==> src/tcpd_pkg.sv <==
// Types and codes of the two-class priority task dispatcher.
// No dependencies; imported by every module of the block.
package tcpd_pkg;

  localparam int unsigned IdW   = 16;
  localparam int unsigned CfgIw = 2;
  localparam int unsigned CfgDw = 9;
  localparam int unsigned NumQ  = 4;

  typedef enum logic [1:0] {
    CMD_ADD    = 2'd0,
    CMD_FETCH  = 2'd1,
    CMD_REMOVE = 2'd2
  } cmd_e;

  typedef enum logic [2:0] {
    ST_QUEUED   = 3'd0,
    ST_INLINE   = 3'd1,
    ST_FULL     = 3'd2,
    ST_FETCHED  = 3'd3,
    ST_NONE     = 3'd4,
    ST_REMOVED  = 3'd5,
    ST_NOTFOUND = 3'd6
  } status_e;

  typedef enum logic {
    S_IDLE = 1'b0,
    S_EXEC = 1'b1
  } state_e;

  localparam logic [1:0] USE_MULTI = 2'd0;
  localparam logic [1:0] USE_MAIN  = 2'd1;

  localparam logic [CfgIw-1:0] REG_WORKERS = 2'd0;
  localparam logic [CfgIw-1:0] REG_CORES   = 2'd1;

  typedef struct packed {
    logic push;
    logic pop;
    logic del;
  } row_ctl_t;

endpackage

==> src/tcpd_cell.sv <==
// One queue cell: a stored task id with its occupancy bit.
// Depends on tcpd_pkg; instantiated in a row by tcpd_row.
module tcpd_cell import tcpd_pkg::*; (
  input  logic           clk_i,
  input  logic           rst_ni,
  input  row_ctl_t       ctl_i,
  input  logic [IdW-1:0] id_i,
  input  logic           left_occ_i,
  input  logic           right_occ_i,
  input  logic [IdW-1:0] right_data_i,
  input  logic           hit_i,
  output logic           hit_o,
  output logic           occ_o,
  output logic [IdW-1:0] data_o
);

  logic           occ_q, occ_d;
  logic [IdW-1:0] data_q, data_d;
  logic           shift, load;

  assign hit_o = hit_i | (occ_q & (data_q == id_i));
  assign shift = ctl_i.pop | (ctl_i.del & hit_o);
  assign load  = ctl_i.push & ~occ_q & left_occ_i;

  always_comb begin
    occ_d  = occ_q;
    data_d = data_q;
    if (shift) begin
      occ_d  = right_occ_i;
      data_d = right_data_i;
    end else if (load) begin
      occ_d  = 1'b1;
      data_d = id_i;
    end
  end

  always_ff @(posedge clk_i or negedge rst_ni) begin
    if (!rst_ni) begin
      occ_q <= 1'b0;
    end else begin
      occ_q <= occ_d;
    end
  end

  always_ff @(posedge clk_i) begin
    data_q <= data_d;
  end

  assign occ_o  = occ_q;
  assign data_o = data_q;

endmodule

==> src/tcpd_row.sv <==
// One task queue as a row of cells that shift towards the head.
// Depends on tcpd_pkg and tcpd_cell.
module tcpd_row import tcpd_pkg::*; #(
  parameter int unsigned DEPTH = 16
) (
  input  logic           clk_i,
  input  logic           rst_ni,
  input  row_ctl_t       ctl_i,
  input  logic [IdW-1:0] id_i,
  output logic [IdW-1:0] head_o,
  output logic           empty_o,
  output logic           full_o,
  output logic           found_o
);

  logic           occ  [DEPTH];
  logic [IdW-1:0] data [DEPTH];
  logic           hit  [DEPTH+1];

  assign hit[0] = 1'b0;

  for (genvar i = 0; i < DEPTH; i++) begin : g_cell
    logic           left_occ;
    logic           right_occ;
    logic [IdW-1:0] right_data;

    if (i == 0) begin : g_first
      assign left_occ = 1'b1;
    end else begin : g_mid
      assign left_occ = occ[i-1];
    end

    if (i == DEPTH - 1) begin : g_last
      assign right_occ  = 1'b0;
      assign right_data = data[i];
    end else begin : g_inner
      assign right_occ  = occ[i+1];
      assign right_data = data[i+1];
    end

    tcpd_cell u_cell (
      .clk_i       (clk_i),
      .rst_ni      (rst_ni),
      .ctl_i       (ctl_i),
      .id_i        (id_i),
      .left_occ_i  (left_occ),
      .right_occ_i (right_occ),
      .right_data_i(right_data),
      .hit_i       (hit[i]),
      .hit_o       (hit[i+1]),
      .occ_o       (occ[i]),
      .data_o      (data[i])
    );
  end

  assign head_o  = data[0];
  assign empty_o = ~occ[0];
  assign full_o  = occ[DEPTH-1];
  assign found_o = hit[DEPTH];

endmodule

==> src/two_class_priority_task_dispatcher.sv <==
// Top level of the two-class priority task dispatcher.
// Depends on tcpd_pkg and tcpd_row.
//
// Requests arrive on the s_axis channel: tuser carries the command (add, fetch,
// remove) and tdata the task id, priority, class and usage mode. Each request
// gives exactly one response on the m_axis channel: tuser carries the status
// and tdata the fetched or echoed task id.
// A request is registered in the accepting cycle and executed in the next,
// when all cells of the four queues compare their id in parallel and a
// first-match flag ripples along each row before the row shifts. The
// response is loaded into the output register at the end of execution, so
// a new request is not taken before the previous one has executed.
// The response register decouples the sides: a new request is accepted while
// the previous response is being taken, but not while it is stalled.
// Reset empties all queues, clears the fetch parity, sets the worker count to
// zero and the core count to one. Register writes on the cfg channel are
// always taken; index 0 is the worker count, index 1 the core count.
module two_class_priority_task_dispatcher import tcpd_pkg::*; #(
  parameter int unsigned QUEUE_DEPTH = 16
) (
  input  logic             clk_i,
  input  logic             rst_ni,
  input  logic             s_axis_tvalid,
  output logic             s_axis_tready,
  input  logic [23:0]      s_axis_tdata,  // task_ident, high_priority, may_hang, usage_mode
  input  logic [1:0]       s_axis_tuser,  // command
  output logic             m_axis_tvalid,
  input  logic             m_axis_tready,
  output logic [15:0]      m_axis_tdata,  // task_out
  output logic [2:0]       m_axis_tuser,  // status
  input  logic             cfg_valid_i,
  output logic             cfg_ready_o,
  input  logic [CfgIw-1:0] cfg_index_i,
  input  logic [CfgDw-1:0] cfg_data_i
);

  state_e         state_q, state_d;
  cmd_e           cmd_q;
  logic [IdW-1:0] id_q;
  logic           high_q, hang_q;
  logic [1:0]     usage_q;
  logic           parity_q, parity_d;
  logic [7:0]     workers_q;
  logic [8:0]     cores_q;
  logic           out_valid_q;
  status_e        status_q, status_d;
  logic [IdW-1:0] res_q, res_d;
  logic           load_out, in_acc;

  row_ctl_t       ctl   [NumQ];
  logic [IdW-1:0] head  [NumQ];
  logic           empty [NumQ];
  logic           full  [NumQ];
  logic           found [NumQ];

  logic [1:0]     q_add, q_first, q_second, q_hi, q_lo;
  logic           special, run_inline;

  assign s_axis_tready = (state_q == S_IDLE) && (!out_valid_q || m_axis_tready);
  assign in_acc        = s_axis_tvalid && s_axis_tready;
  assign cfg_ready_o   = 1'b1;

  for (genvar q = 0; q < NumQ; q++) begin : g_row
    tcpd_row #(.DEPTH(QUEUE_DEPTH)) u_row (
      .clk_i  (clk_i),
      .rst_ni (rst_ni),
      .ctl_i  (ctl[q]),
      .id_i   (id_q),
      .head_o (head[q]),
      .empty_o(empty[q]),
      .full_o (full[q]),
      .found_o(found[q])
    );
  end

  assign q_add      = {hang_q, ~high_q};
  assign special    = ~parity_q & hang_q;
  assign q_first    = {hang_q, special};
  assign q_second   = {hang_q, ~special};
  assign q_hi       = {hang_q, 1'b0};
  assign q_lo       = {hang_q, 1'b1};
  assign run_inline = (workers_q == 8'd0) || (usage_q == USE_MAIN) ||
                      ((cores_q == 9'd1) && (usage_q == USE_MULTI) && !hang_q);

  always_comb begin
    state_d  = state_q;
    parity_d = parity_q;
    load_out = 1'b0;
    status_d = ST_NONE;
    res_d    = '0;
    for (int q = 0; q < NumQ; q++) begin
      ctl[q] = '0;
    end
    unique case (state_q)
      S_IDLE: begin
        if (in_acc) begin
          state_d = S_EXEC;
        end
      end
      S_EXEC: begin
        state_d  = S_IDLE;
        load_out = 1'b1;
        unique case (cmd_q)
          CMD_ADD: begin
            res_d = id_q;
            if (run_inline) begin
              status_d = ST_INLINE;
            end else if (full[q_add]) begin
              status_d = ST_FULL;
            end else begin
              status_d         = ST_QUEUED;
              ctl[q_add].push  = 1'b1;
            end
          end
          CMD_FETCH: begin
            parity_d = ~parity_q;
            if (!empty[q_first]) begin
              status_d          = ST_FETCHED;
              res_d             = head[q_first];
              ctl[q_first].pop  = 1'b1;
            end else if (!empty[q_second]) begin
              status_d          = ST_FETCHED;
              res_d             = head[q_second];
              ctl[q_second].pop = 1'b1;
            end
          end
          CMD_REMOVE: begin
            res_d = id_q;
            if (found[q_hi]) begin
              status_d       = ST_REMOVED;
              ctl[q_hi].del  = 1'b1;
            end else if (found[q_lo]) begin
              status_d       = ST_REMOVED;
              ctl[q_lo].del  = 1'b1;
            end else begin
              status_d       = ST_NOTFOUND;
            end
          end
          default: begin
            status_d = ST_NONE;
          end
        endcase
      end
      default: begin
        state_d = S_IDLE;
      end
    endcase
  end

  always_ff @(posedge clk_i or negedge rst_ni) begin
    if (!rst_ni) begin
      state_q     <= S_IDLE;
      parity_q    <= 1'b0;
      workers_q   <= 8'd0;
      cores_q     <= 9'd1;
      out_valid_q <= 1'b0;
    end else begin
      state_q  <= state_d;
      parity_q <= parity_d;
      if (cfg_valid_i) begin
        if (cfg_index_i == REG_WORKERS) begin
          workers_q <= cfg_data_i[7:0];
        end else if (cfg_index_i == REG_CORES) begin
          cores_q <= cfg_data_i;
        end
      end
      if (load_out) begin
        out_valid_q <= 1'b1;
      end else if (m_axis_tready) begin
        out_valid_q <= 1'b0;
      end
    end
  end

  always_ff @(posedge clk_i) begin
    if (in_acc) begin
      cmd_q   <= cmd_e'(s_axis_tuser);
      id_q    <= s_axis_tdata[15:0];
      high_q  <= s_axis_tdata[16];
      hang_q  <= s_axis_tdata[17];
      usage_q <= s_axis_tdata[19:18];
    end
    if (load_out) begin
      status_q <= status_d;
      res_q    <= res_d;
    end
  end

  assign m_axis_tvalid = out_valid_q;
  assign m_axis_tdata  = res_q;
  assign m_axis_tuser  = status_q;

endmodule

==> config.mk <==
export PLATFORM = sky130hd
export DESIGN_NAME = two_class_priority_task_dispatcher
export DESIGN_NICKNAME = d
export VERILOG_FILES = /design/src/tcpd_pkg.sv /design/src/tcpd_cell.sv /design/src/tcpd_row.sv /design/src/two_class_priority_task_dispatcher.sv
export SDC_FILE = /design/constraint.sdc
export NUM_CORES = 2
export LEC_CHECK = 0
export BUFFER_PORTS_ARGS = -buffer_cell sky130_fd_sc_hd__buf_2
export CORE_MARGIN = 4
export CORE_UTILIZATION = 50
export DETAILED_ROUTE_END_ITERATION = 6
export GPL_TIMING_DRIVEN = 0
export PLACE_DENSITY = 0.74
export SLEW_MARGIN = 15
export SYNTH_ARGS = -nofsm -noshare
export SYNTH_HDL_FRONTEND = slang
export SYNTH_SLANG_ARGS = --single-unit
export TNS_END_PERCENT = 100
==> constraint.sdc <==
create_clock -name clk_i -period 6.37 [get_ports clk_i]
set_clock_uncertainty 0.2 [all_clocks]
set_input_delay 0.3185 -clock clk_i [delete_from_list [all_inputs] [get_ports clk_i]]
set_output_delay 0.3185 -clock clk_i [all_outputs]
set_load 0.01 [all_outputs]
## Word level (Yosys, flattened, before mapping)

Index checks and enable logic that the tools add are counted.

- Output and inout port bits: 22
- Input port bits: 42
- Flip-flop bits (word level): 1149
- Logic and storage cells: 1067

- Magnitude comparators: 10
- Mux-type cells: 302
- Reduce and logical (&&, ||, !) cells: 91
- Equal/unequal tests: 69
- Bitwise gates (word level): 455

Operators by type and width:

| kind | count |
|---|---|
| $mux 16 | 126 |
| $eq 16x16->1 | 64 |
| $and 1x1->1 | 253 |
| $mux 1 | 144 |
| $reduce_bool 2->1 | 65 |
| $or 1x1->1 | 124 |
| $not 1->1 | 73 |
| $bmux 16 s2 | 2 |
| $mux 12 | 3 |
| $pmux 12 s3 | 1 |
| $pmux 16 s2 | 1 |
| $demux 3 s2 | 5 |
| $mux 11 | 2 |
| $mux 10 | 2 |
| $ge 3x3->1 const B | 5 |
| $lt 3x1->1 const B | 5 |
| $not 2->3 | 5 |
| $mux 2 | 6 |
| $reduce_and 2->1 | 6 |
| $bmux 1 s2 | 5 |
| $eq 9x1->1 const B | 1 |
| $logic_and 1x1->1 | 9 |
| $mux 3 | 3 |
| $pmux 3 s3 | 1 |
| 9 further kinds | 16 |

## Depth between registers and ports, before layout

- Depth in word-level cells: 28
- Mapped depth: 16
- Depth with buffers taken out: 9

## By module

From an unflattened synthesis, not the netlist that was laid out.

- Cell total of the unflattened synthesis: 12589
- Area total of the unflattened synthesis: 106791.2 um^2

Modules (own cells, without submodules):

| module | area each (um^2) | instances | cells each | sequential area each (um^2) |
|---|---|---|---|---|
| tcpd_cell | 1615.3 | 64 | 192 | 505.5 |
| two_class_priority_task_dispatcher | 3367.0 | 1 | 289 | 1732.9 |
| tcpd_row | 11.3 | 4 | 3 | 0.0 |

## Least setup slack after synthesis

OpenSTA, ideal clock, no wires.

- Kind: flip-flop to flip-flop
- Start: register id_q[0]
- End: register g_row[1].u_row.g_cell[13].u_cell.data_q[0] (enable)
- Path slack: 2.250 ns
- Required time: 5.706 ns
- Arrival time: 3.455 ns
- Buffers on the path: 4
- Stages on the path, launching flop included: 14
- Library setup time: 0.464 ns
- Clock period less this slack: 4.120 ns
- Path through: edfxtp_1 buf_4 buf_6 buf_6 xnor2_1 nand4_1 or4_1 o22ai_1 nor4_1 nand4_1 nor2_1 a21boi_2 buf_2 o21ai_0

- Longest elaborated chain between the ends: 27
- Elaborated cells on any way between the ends: 203
- Classes of those cells: eq/ne (64); mux (10); bitwise (128); reduce/logical (1)

Ends and longest elaborated chain:

| what | line | source |
|---|---|---|
| start: declaration | two_class_priority_task_dispatcher.sv:39 | `logic [IdW-1:0] id_q;` |
| start signal: assignment | two_class_priority_task_dispatcher.sv:178 | `id_q <= s_axis_tdata[15:0];` |
| $eq 16x16->1 | tcpd_cell.sv:21 | `assign hit_o = hit_i \| (occ_q & (data_q == id_i));` |
| $and 1x1->1 | tcpd_cell.sv:21 |  |
| $or 1x1->1 (15 in series) | tcpd_cell.sv:21 |  |
| $bmux 1 s2 | two_class_priority_task_dispatcher.sv:132 | `end else if (found[q_lo]) begin` |
| $mux 1 (implied by the code) (2 in series) | two_class_priority_task_dispatcher.sv:132 |  |
| $mux 10 | two_class_priority_task_dispatcher.sv:132 |  |
| $mux 10 | two_class_priority_task_dispatcher.sv:129 | `if (found[q_hi]) begin` |
| $pmux 12 s3 | two_class_priority_task_dispatcher.sv:103 | `unique case (cmd_q)` |
| $mux 12 | two_class_priority_task_dispatcher.sv:94 | `unique case (state_q)` |
| $and 1x1->1 | tcpd_cell.sv:22 | `assign shift = ctl_i.pop \| (ctl_i.del & hit_o);` |
| $or 1x1->1 | tcpd_cell.sv:22 |  |
| $reduce_bool 2->1 (no source line) (*) | n/a |  |
| end signal: assignment | tcpd_cell.sv:46 | `data_q <= data_d;` |
| end: declaration | tcpd_cell.sv:18 | `logic [IdW-1:0] data_q, data_d;` |

Mark *: on every way between the ends. The rest lies on a longest branch, timed or not. The select of a mux whose other input is x is not followed.
A chain may end at the register's enable or synchronous reset.

## Worst setup path in the final report

- Start: register id_q[12]
- End: register status_q[1] (netlist: m_axis_tuser[1]) (data pin)

- Longest elaborated chain between the ends: 23
- Elaborated cells on any way between the ends: 197
- Classes of those cells: eq/ne (64); mux (9); bitwise (124)

Ends and longest elaborated chain:

| what | line | source |
|---|---|---|
| $eq 16x16->1 | tcpd_cell.sv:21 |  |
| $and 1x1->1 | tcpd_cell.sv:21 |  |
| $or 1x1->1 (15 in series) | tcpd_cell.sv:21 |  |
| $bmux 1 s2 | two_class_priority_task_dispatcher.sv:132 |  |
| $mux 1 (implied by the code) (2 in series) | two_class_priority_task_dispatcher.sv:132 |  |
| $mux 2 | two_class_priority_task_dispatcher.sv:132 |  |
| $mux 2 (*) | two_class_priority_task_dispatcher.sv:129 |  |
| $pmux 3 s3 (*) | two_class_priority_task_dispatcher.sv:103 |  |
| end signal: assignment | two_class_priority_task_dispatcher.sv:184 | `status_q <= status_d;` |
| end: declaration | two_class_priority_task_dispatcher.sv:46 | `status_e status_q, status_d;` |

Marks and branches as above.

==> metrics <==
status complete, but fails checks; failing checks DRC, setup timing; Max Root-Sink Buffers 3; hold-critical path depth 2; setup TNS -7.34 ns; min Tclk post-route approximately 6.6 ns; CP startpoint id_q[12]; GRT Residual Overflow 0; Routed Antenna Nets 0; ranking of synthesized cells by area edfxtp_1, mux2_2, xnor2_1; Critical Path RT 6.62 ns; post-layout util around 57%; core area between 100,000 and 150,000 µm²; Synth Instances 4,717; synthesized cell area between 60,000 and 70,000 µm²; global-route wire length before repair approximately 340,000 µm; placed instance count 6,452; VDD IR max around 0.0003 V; Core Rows between 100 and 150; Die X 366 µm; GP Congestion ~1.1; non-filler cells, final around 6,800; Crit Path Class reg2reg; All-Layer GR Usage between 30% and 40%; Post-synth EDFFs 1,065; TritonCTS clock tree yes; synthesis warning total 0; power density cells roughly 270 nW/µm²; fmax 151 MHz; Slew Limit Headroom between 4 and 5%; Clock Sinks 1,149; Crit path largest cell delay between 0.9 and 1 ns; worst reg2reg endpoint m_axis_tuser[1]; crit path cell chain buf_4 > buf_6 > buf_6 > buf_6 > buf_4 > buf_1 > xnor2_1 > nand4_1 > nor4_1 > and3_1 > nor4b_1 > a21oi_1 > o21ai_1; area delta synth->final 12.5%; Worst R2R Start id_q[12]; drt drc 3; dpl hpwl 178,000 µm; routed vias ~45,000; setup slack, reg-to-reg -0.27 ns; die height ~370 µm; Clock Pin Slew Worst Setup and Hold Paths 0.07 ns; filler instances between 10,000 and 15,000; share of layout cells above drive strength 1 approximately a third; Main synth FF type edfxtp_1; largest net degree at the start of global routing 48; overall power 19,100 µW; Worst Path Max Fanout 10; worst skew pair latency 0.80 ns; worst path bufs/invs 6; Initial Util between 50% and 60%; register area ~34,000 µm²; nets@finish around 5,000; cell repeated most along the worst path buf_6; Synth cell types just over 80; final WL between 200,000 and 300,000 µm; TritonCTS Buffers 130; fin. max-slew vios 0; Final Hold Viols 0; crit path capture m_axis_tuser[1]; Synth area leader edfxtp_1; Multi-input gate area 27,800 µm²; Setup-failing EPs final 171; routed vias/inst 6.66; CP endpoint kind flip-flop; Least-Margin Pin Slew roughly 1.4 ns; Post-synth top cells edfxtp_1, mux2_2, xnor2_1; Crit-path slowest cell buf_1; MaxCap Viol Count 0; postcts setup bufs 0; vias in the first global route 43,100; CTS H-tree depth 4; Ports between 60 and 70; FF-to-FF path depth 13; pre-CTS setup slack -0.399 ns; count leader, synth edfxtp_1; Post-Syn Area per Cell approximately 14 µm²; FFs w/ async S/R, synth under 10%; final setup margin -0.274 ns; initial antenna violation count 27; WL per Instance around 38 µm; sequential area share after synthesis 53.3%; Lkg Pwr between 0.02 and 0.025 µW; Arr. time, crit path about 7 ns; Iter 0 DRT Violations between 6,000 and 7,000; drt pass-1 iters 7; CTS Root Cell clkbuf_16; Tcrit/Tclk final 104%; RSZ-0062 raised after global routing no; CP Launch Type flip-flop; HP Class in2reg; #FFs+latches synth 1,149; Levels on crit path 13; share of the synthesized area in the top cell type between 50% and 60%; DIE AREA 134,000 µm²; min-delay src s_axis_tdata[6]; PortBufs between 50 and 60; kind of cell adding the most delay to the critical path buffers and inverters; Syn Nets about 4,800
[area by class of cell]
| cell class | count | share of cell area, % |
|---|---|---|
| multi-input cells | 3202 | 38.7 |
| plain buffers | 338 | 3.10 |
| clock buffers | 170 | 4.86 |
| clock inverters | 69 | 1.01 |
| repair buffers | 146 | 1.76 |
| well taps | 1650 | 2.87 |
| inverters | 28 | 0.146 |
| flip-flops and latches | 1149 | 47.4 |
| diodes | 41 | 0.143 |
[worst register-to-register path: cells and delay by family (launching register included)]
kind	cells	cell delay [ns]
AOI/OAI and AO/OA	2	1.00
xor gates and xnor gates	1	0.24
buffers and inverters	6	2.83
DFF	1	0.80
and+or+nand+nor	4	1.21
[where the power goes]
part           internal [µW]  switching (µW)
clock network           4290            3350
logic                    988            1770
registers               8470             220
total                  13800            5340
[cells by family after synthesis]
family	after synthesis	share of synthesized area, %
AOI/OAI and AO/OA	257	2.89
DFF	1149	53.3
other	1	0.00587
and+or+nand+nor	870	7.72
buffers and inverters	366	3.60
muxes	1048	18.4
xor gates and xnor gates	1026	14.1
[per-layer routing]
layer | GRT usage, % | share of wire (%) | wire, µm
met5 | 0 | 0.016 | 41
met4 | 22.9 | 7.2 | 18300
met3 | 11.5 | 13 | 34200
met2 | 52.6 | 41 | 105000
met1 | 51.4 | 39 | 98600
[stage by stage]
step / hold WS (ns) / area, µm²
4_1_cts: 0.000811 / 71800
6_report: 0.0565 / 71900
3_5_place_dp: 0.0791 / 66900
2_1_floorplan: -0.177 / 63900
3_3_place_gp: 0.287 / 66300
5_1_grt: 0.0641 / 71800
[flip-flops by register name (all words and copies together) (netlist names), 2 cells and up]
name                              cells
cmd_q                                 2
cores_q                               9
g_row.u_row.g_cell.u_cell.data_o   1024
g_row.u_row.g_cell.u_cell.occ_o      64
id_q                                 16
m_axis_tdata                         16
m_axis_tuser                          3
usage_q                               2
workers_q                             8
[layout by cell type, fill, tap and decap left out, types with 9 or more instances in the layout]
master,instances
nand2_1,189
xnor2_1,535
nand2b_1,49
bufinv_16,9
xor2_1,491
dlygate4sd3_1,60
o22ai_1,31
inv_1,28
and2_1,9
buf_1,29
o22ai_2,10
mux2i_1,28
a21oi_4,10
buf_2,99
a21oi_1,35
and3_1,19
o21ai_2,28
nor3_1,49
mux2_2,1011
diode_2,41
nand3_1,55
nor4_1,166
edfxtp_1,1065
buf_4,76
clkbuf_2,27
o21a_1,9
a22o_1,10
o21bai_2,21
clkbuf_1,123
nand4_1,139
buf_6,89
nor4b_1,25
clkinv_2,20
nor2_1,73
clkbuf_16,131
dfrtp_1,82
or4_1,18
clkinv_1,20
o21ai_0,35
[timing repair]
item                                    CTS  global route
pin swaps                                 0             0
gates resized for setup                   3             1
endpoints found under the setup margin  234           126
hold buffers                             61             0
hold endpoints to repair                125             0
[worst min path at each step]
stage                                             endpoint  slack [ns]
finish                                             id_q[6]        0.06
global route                                        high_q        0.06
CTS                                                id_q[1]      0.0008
detailed placement  g_row[2].u_row.g_cell[11].u_cell.occ_o        0.08
global placement                                cores_q[2]        0.29
floorplan                                       cores_q[1]       -0.18
(Power assumes the default switching activity.)
